===== config.mk =====
export PLATFORM = sky130hd
export DESIGN_NAME = frm_ctrl
export DESIGN_NICKNAME = d
export VERILOG_FILES = /design/src/sv/frm_pkg.sv /design/src/sv/frm_ctrl.sv
export SDC_FILE = /design/constraint.sdc
export NUM_CORES = 1
export LEC_CHECK = 0
export BUFFER_PORTS_ARGS = -buffer_cell sky130_fd_sc_hd__buf_2
export CELL_PAD_IN_SITES_DETAIL_PLACEMENT = 0
export CELL_PAD_IN_SITES_GLOBAL_PLACEMENT = 2
export CORE_UTILIZATION = 24
export CTS_BUF_LIST = sky130_fd_sc_hd__clkbuf_8 sky130_fd_sc_hd__clkbuf_16
export DETAILED_ROUTE_END_ITERATION = 7
export PLACE_DENSITY_LB_ADDON = 0.05
export SLEW_MARGIN = 20
export SYNTH_ARGS = -nofsm -noshare
export SYNTH_HDL_FRONTEND = slang
export SYNTH_SLANG_ARGS = --single-unit

===== constraint.sdc =====
create_clock -name clock -period 2.05 [get_ports clock]
set_clock_uncertainty 0.2 [all_clocks]
set_input_delay 0.205 -clock clock [delete_from_list [all_inputs] [get_ports clock]]
set_output_delay 0.205 -clock clock [all_outputs]
set_load 0.01 [all_outputs]

===== src/sv/frm_pkg.sv =====
// ----------------------------------------------------------------------------
// frm_pkg - shared types for the fraction reduce and max core
// State encoding, the controller-to-datapath command group and the status
// group returned by the datapath.
// ----------------------------------------------------------------------------
package frm_pkg;

   localparam int DefWidth = 32;

   typedef enum logic [3:0] {
      ST_IDLE,
      ST_CHECK,
      ST_GCD_INIT,
      ST_GCD,
      ST_DIVN_INIT,
      ST_DIVN_RUN,
      ST_DIVD_INIT,
      ST_DIVD_RUN,
      ST_NEXT,
      ST_MUL_A,
      ST_MUL_B,
      ST_FINISH
   } state_type;

   typedef struct packed {
      logic capture;    // register a new item
      logic gcd_init;   // load gcd operands of the selected fraction
      logic gcd_step;   // one binary gcd step
      logic g_load;     // divisor <= gcd
      logic div_init;   // load dividend, clear remainder and count
      logic div_den;    // dividend is the denominator (else numerator)
      logic div_step;   // one restoring division step
      logic store_num;  // keep signed reduced numerator
      logic store_den;  // keep reduced denominator
      logic mul_en;     // cross product into its register
      logic mul_sel;    // 0: n1*d2, 1: n2*d1
      logic frac;       // 0: first fraction, 1: second
      logic rsp_load;   // result into the output register
   } cmd_type;

   typedef struct packed {
      logic den_zero;
      logic gcd_done;
      logic div_done;
   } status_type;

endpackage


===== src/sv/frm_ctrl.sv =====
// ----------------------------------------------------------------------------
// frm_ctrl - sequencing controller
// Walks one item through check, gcd, two divisions per fraction, cross
// products and output hand-over; a zero denominator skips straight to it.
// ----------------------------------------------------------------------------
module frm_ctrl (
   input  logic                clock,
   input  logic                reset,
   input  logic                req_tvalid,
   output logic                req_tready,
   input  logic                rsp_tready,
   output logic                rsp_tvalid,
   input  frm_pkg::status_type status,
   output frm_pkg::cmd_type    cmd
);

   frm_pkg::state_type state_ff, state_in;
   logic               frac_ff, frac_in;
   logic               rsp_valid_ff, rsp_valid_in;

   always_ff @(posedge clock) begin
      if (reset) begin
         state_ff     <= frm_pkg::ST_IDLE;
         frac_ff      <= 1'b0;
         rsp_valid_ff <= 1'b0;
      end else begin
         state_ff     <= state_in;
         frac_ff      <= frac_in;
         rsp_valid_ff <= rsp_valid_in;
      end
   end

   always_comb begin
      state_in   = state_ff;
      frac_in    = frac_ff;
      cmd        = '0;
      cmd.frac   = frac_ff;
      req_tready = 1'b0;
      unique case (state_ff)
         frm_pkg::ST_IDLE: begin
            req_tready = 1'b1;
            if (req_tvalid) begin
               cmd.capture = 1'b1;
               state_in    = frm_pkg::ST_CHECK;
            end
         end
         frm_pkg::ST_CHECK: begin
            if (status.den_zero) begin
               state_in = frm_pkg::ST_FINISH;
            end else begin
               frac_in  = 1'b0;
               state_in = frm_pkg::ST_GCD_INIT;
            end
         end
         frm_pkg::ST_GCD_INIT: begin
            cmd.gcd_init = 1'b1;
            state_in     = frm_pkg::ST_GCD;
         end
         frm_pkg::ST_GCD: begin
            if (status.gcd_done) begin
               state_in = frm_pkg::ST_DIVN_INIT;
            end else begin
               cmd.gcd_step = 1'b1;
            end
         end
         frm_pkg::ST_DIVN_INIT: begin
            cmd.g_load   = 1'b1;
            cmd.div_init = 1'b1;
            state_in     = frm_pkg::ST_DIVN_RUN;
         end
         frm_pkg::ST_DIVN_RUN: begin
            cmd.div_step = 1'b1;
            if (status.div_done) begin
               state_in = frm_pkg::ST_DIVD_INIT;
            end
         end
         frm_pkg::ST_DIVD_INIT: begin
            cmd.store_num = 1'b1;
            cmd.div_init  = 1'b1;
            cmd.div_den   = 1'b1;
            state_in      = frm_pkg::ST_DIVD_RUN;
         end
         frm_pkg::ST_DIVD_RUN: begin
            cmd.div_step = 1'b1;
            if (status.div_done) begin
               state_in = frm_pkg::ST_NEXT;
            end
         end
         frm_pkg::ST_NEXT: begin
            cmd.store_den = 1'b1;
            if (!frac_ff) begin
               frac_in  = 1'b1;
               state_in = frm_pkg::ST_GCD_INIT;
            end else begin
               state_in = frm_pkg::ST_MUL_A;
            end
         end
         frm_pkg::ST_MUL_A: begin
            cmd.mul_en = 1'b1;
            state_in   = frm_pkg::ST_MUL_B;
         end
         frm_pkg::ST_MUL_B: begin
            cmd.mul_en  = 1'b1;
            cmd.mul_sel = 1'b1;
            state_in    = frm_pkg::ST_FINISH;
         end
         frm_pkg::ST_FINISH: begin
            // wait here only while an older result is still unclaimed
            if (!rsp_valid_ff || rsp_tready) begin
               cmd.rsp_load = 1'b1;
               state_in     = frm_pkg::ST_IDLE;
            end
         end
         default: begin
            state_in = frm_pkg::ST_IDLE;
         end
      endcase
   end

   assign rsp_valid_in = cmd.rsp_load | (rsp_valid_ff & ~rsp_tready);
   assign rsp_tvalid   = rsp_valid_ff;

endmodule


# Yosys cells after proc, flatten, opt, wreduce, memory -nomap -nowiden
# Cells that the tools add are included.
[op_classes] eq_ne=17 mux=25 bitwise=3 reduce_logical=9
[op_table] cell="$pmux W4 S12" n=1
[op_table] cell="$mux W4" n=7
[op_table] cell="$eq A4 B3 Y1 const B" n=4
[op_table] cell="$eq A4 B4 Y1 const B" n=4
[op_table] cell="$mux W1" n=16
[op_table] cell="$ne A2 B2 Y1 const B" n=6
[op_table] cell="$eq A4 B2 Y1 const B" n=2
[op_table] cell="$reduce_or A2 Y1" n=3
[op_table] cell="$reduce_and A5 Y1" n=1
[op_table] cell="$eq A4 B1 Y1 const B" n=1
[op_table] cell="$logic_not A4 Y1" n=1
[op_table] cell="$pmux W1 S2" n=1
[op_table] cell="$reduce_and A2 Y1" n=1
[op_table] cell="$reduce_bool A2 Y1" n=1
[op_table] cell="$and A1 B1 Y1" n=1
[op_table] cell="$logic_not A1 Y1" n=1
[op_table] cell="$logic_or A1 B1 Y1" n=1
[op_table] cell="$not A1 Y1" n=1
[op_table] cell="$or A1 B1 Y1" n=1
[totals] register_bits=6 inputBits=7 word_cells=57

# Logic depth before layout (Yosys ltp)
[depth] depth_word=5 ltp_mapped=6 mapped_depth_nobuf=4

# Worst setup path before layout
# OpenSTA, ideal clock, no wires.
[synth_path] path_type="reg-to-reg" startpoint="register state_ff[1]" endpoint="register state_ff[1]" setup_ns=0.100 t_arrival_ns=1.460 slack_ns=0.291 path_stages_with_launch=6 period_less_slack_ns=1.759 path_cell_list="dfxtp_1 buf_6 nor3b_1 o21a_4 or3_4 a2111oi_4"
[synth_between] elab_chain_len=3 word_cells_on_any_way=19 cone_classes="eq/ne: 16; mux: 1; reduce/logical: 2"
[synth_rtl] item="from (decl)" line="frm_ctrl.sv:17" text="frm_pkg::state_type state_ff, state_in;"
[synth_rtl] item="from (signal assigned)" line="frm_ctrl.sv:23" text="state_ff <= frm_pkg::ST_IDLE;"
[synth_rtl] item="from (signal assigned)" line="frm_ctrl.sv:27" text="state_ff <= state_in;"
[synth_rtl] item="$eq A4 B4 Y1, or another cell as far along" line="frm_ctrl.sv:39" text="unique case (state_ff)"
[synth_rtl] item="$ne A2 B2 Y1 (no line)"
[synth_rtl] item="$reduce_and A5 Y1 (no line)"
# Several ways; a longest one is shown, not always the timed one.
# A chain may end at the register's enable or synchronous reset.

# Worst setup path after layout
[layout_path] startpoint="register state_ff[2]" endpoint="register state_ff[1]"
# Same word-level chain as after synthesis.

==> impl_metrics.csv <==
group,metric,value,unit
outcome,status,"finished, final reports clean",
finish,mostFrequentLayoutCell,"buf_2",
critical_path,r2r_slack,0.18,ns
routing,vias_per_cell,4.84,
global_routing,grt_pass1_vias,533,
clock_network,root_buffer,"clkbuf_8",
clock_network,cts_tree,"built",
logic_synthesis,synth_cell_types,33,
sta,slew_viol_final,0,
clock_network,cts_resized,0,
critical_path,critical_path.cell_chain,"nor3b_1 -> o21a_4 -> or3_4 -> a2111oi_4",
logic_synthesis,synth_fa_ha_area_share,0,%
global_routing,grt-ovfl-total,0,
floorplan,die_w,50.1,um
floorplan,num_rows,17,
critical_path,r2r-start,"state_ff[2]",
finish,drive_gt1_share,37.2,%
min_path,hold_start,"reset",
logic_synthesis,ys_seq_area_share,21.7,%
critical_path,cp_slowest_cell,"dfxtp_1",
critical_path,cpPeakStageDelay,0.50,ns
power_and_ir_drop,peakVddDrop,0.000394,V
finish,layoutNonFillerInstCount,122,
finish,finish.net_count,103,
routing,wl_per_cell,12.0,um
sta,finalSetupViolCount,0,
sta,maxSlewHeadroom,67.2,%
clock_network,clk_pin_slew,0.04,ns
critical_path,worst_setup_path_start_kind,"flop",
floorplan,die-height,50.1,um
min_path,holdPathEnd,"state_ff[1]",
place,dpl.cell_count,119,
place,gp_congestion,0.706,
floorplan,pin_count,22,
power_and_ir_drop,power_leakage,0.000329,uW
finish,layout_common_cells,"buf_2 (21), nor2_1 (9), dfxtp_1 (6), buf_4 (6)",
sta,tightest_slew,0.487,ns
routing,drt_wl_total,1.47,mm
logic_synthesis,netlist_area,554,sq um
logic_synthesis,synth-xor-area-share,1.58,%
finish,syn2layout_area_growth,31.8,%
routing,ant_nets,0,
critical_path,regToRegEndpoint,"state_ff[1]",
global_routing,grt_first_pass_wirelength,2.42,mm
finish,antenna_cells,0,
clock_network,cts.sinks,6,
critical_path,crit_type,"reg2reg",
power_and_ir_drop,power_density,980,nW/um^2
floorplan,initial_core_util,25.3,%
global_routing,grt_max_degree,14,
logic_synthesis,yosys.area_share.simple,40.6,%
place,dp_hpwl,1.15,mm
min_path,hp-class,"in2reg",
floorplan,coreArea,2190,sq um
run,drv_cap,0,
floorplan,die-area,2510,sq um
global_routing,antenna_found_initial,0,
logic_synthesis,muxShareOfSynthArea,0,%
routing,drt_pre_antenna_iters,4,
critical_path,cp_max_fo,11,
critical_path,r2r_cells,4,
logic_synthesis,yosysWarnings,0,
critical_path,worstPathArrival,1.79,ns
sta,fmax,536,MHz
logic_synthesis,syn_inst,72,
clock_network,cts_hold_buf,0,
finish,multi_input_area,369,sq um
sta,period_needed,1.87,ns
power_and_ir_drop,power,716,uW
clock_network,ctsLongestPathBuffers,2,
logic_synthesis,synthFlopType,"dfxtp_1",
clock_network,cts_setup_buffers,0,
global_routing,grt_usage,12.8,%
logic_synthesis,synth-edff-count,0,
clock_network,numCtsBuffers,3,
routing,drtIter0Drc,13,
logic_synthesis,synth.avg_cell_area,7.70,sq um
critical_path,required,1.97,ns
logic_synthesis,synth_compound_area_share,24.4,%
clock_network,cts_max_level,1,
logic_synthesis,yosys_register_bits,6,
logic_synthesis,async_reset_ff_share,0,%
logic_synthesis,synth_top_family_by_area,"simple AND/OR/NAND/NOR gates",
sta,hold_violations,0,
clock_network,clk_latency,0.22,ns
critical_path,cp-end-kind,"flop",
logic_synthesis,syn_nets,79,
finish,fill_cells,243,
routing,vias,591,
sta,grt_setup_unrepaired,"no",
critical_path,path_buf_inv,0,
sta,post-route-period-util,91.0,%
sta,finalSetupTns,0,ns
place,port_buffers,21,
critical_path,crit_family,"compound AO/OA/AOI/OAI gates",
routing,remaining_drc_errors,0,
finish,regArea,120,sq um
min_path,hold_depth,2,
[state kept, by name, indices dropped and copies added (netlist names)]
signal and cells:
state_ff 4, frac_ff 1, rsp_tvalid 1
[Yosys cell counts, drive strengths merged, types with 2 or more instances]
library cell / n / area share (%)
a21oi: 5 / 4.5
nor4: 2 / 2.3
buf: 5 / 7.0
dfxtp: 6 / 22
clkbuf: 3 / 2.0
nor3: 5 / 4.5
and3: 2 / 2.3
nor3b: 2 / 2.7
nor2: 9 / 6.1
or3: 2 / 3.2
nand2b: 5 / 5.6
nor2b: 3 / 3.4
inv: 4 / 2.7
or4: 2 / 3.4
and2: 3 / 3.4
[per-stage QoR]
| step | util, % | cell area, sq um | worst slack [ns] | hold slack [ns] |
|---|---|---|---|---|
| global route | 33.4 | 731 | 0.0656 | 0.0818 |
| finish | 33.4 | 731 | 0.184 | 0.0594 |
| CTS | 33.4 | 731 | 0.194 | 0.0589 |
| global placement | 31.5 | 689 | 0.234 | 0.299 |
| floorplan | - | 554 | 0.291 | 0.0693 |
| detailed placement | 31.5 | 689 | 0.196 | 0.294 |
[where the power goes]
| group | total (uW) | switching [uW] | internal (uW) |
|---|---|---|---|
| clock | 176 | 49.7 | 126 |
| sequential | 161 | 24.1 | 136 |
| combinational | 380 | 202 | 177 |
| total | 716 | 276 | 440 |
[worst max path at each step]
stage,to,from,depth (start not counted)
3_3_place_gp,state_ff[1],state_ff[2],4
6_report,state_ff[1],state_ff[2],4
2_1_floorplan,state_ff[1],state_ff[1],5
3_5_place_dp,state_ff[1],state_ff[2],4
4_1_cts,state_ff[1],state_ff[2],4
5_1_grt,state_ff[1],state_ff[2],4
[area by class of cell]
cell class / count / area share [%]
Clock buffer: 3 / 5.65
Tap cell: 28 / 4.79
Timing Repair Buffer: 27 / 20.5
Inverter: 4 / 2.05
Sequential cell: 6 / 16.4
Multi-Input combinational cell: 54 / 50.5
[kinds of logic after synthesis]
family                 after synthesis
AO/OA/AOI/OAI                       15
XOR/XNOR                             1
buffers and inverters               12
flip-flops                           6
AND/OR/NAND/NOR                     38
[routing by layer]
metal	GRT usage (%)	up-vias	share of wire, %
li1	-	304	-
met1	17.2	264	49
met2	18.9	21	45
met3	3.09	2	5.5
met4	5.71	0	0.48
met5	0	-	0
Power figures use the tool's default switching activity.
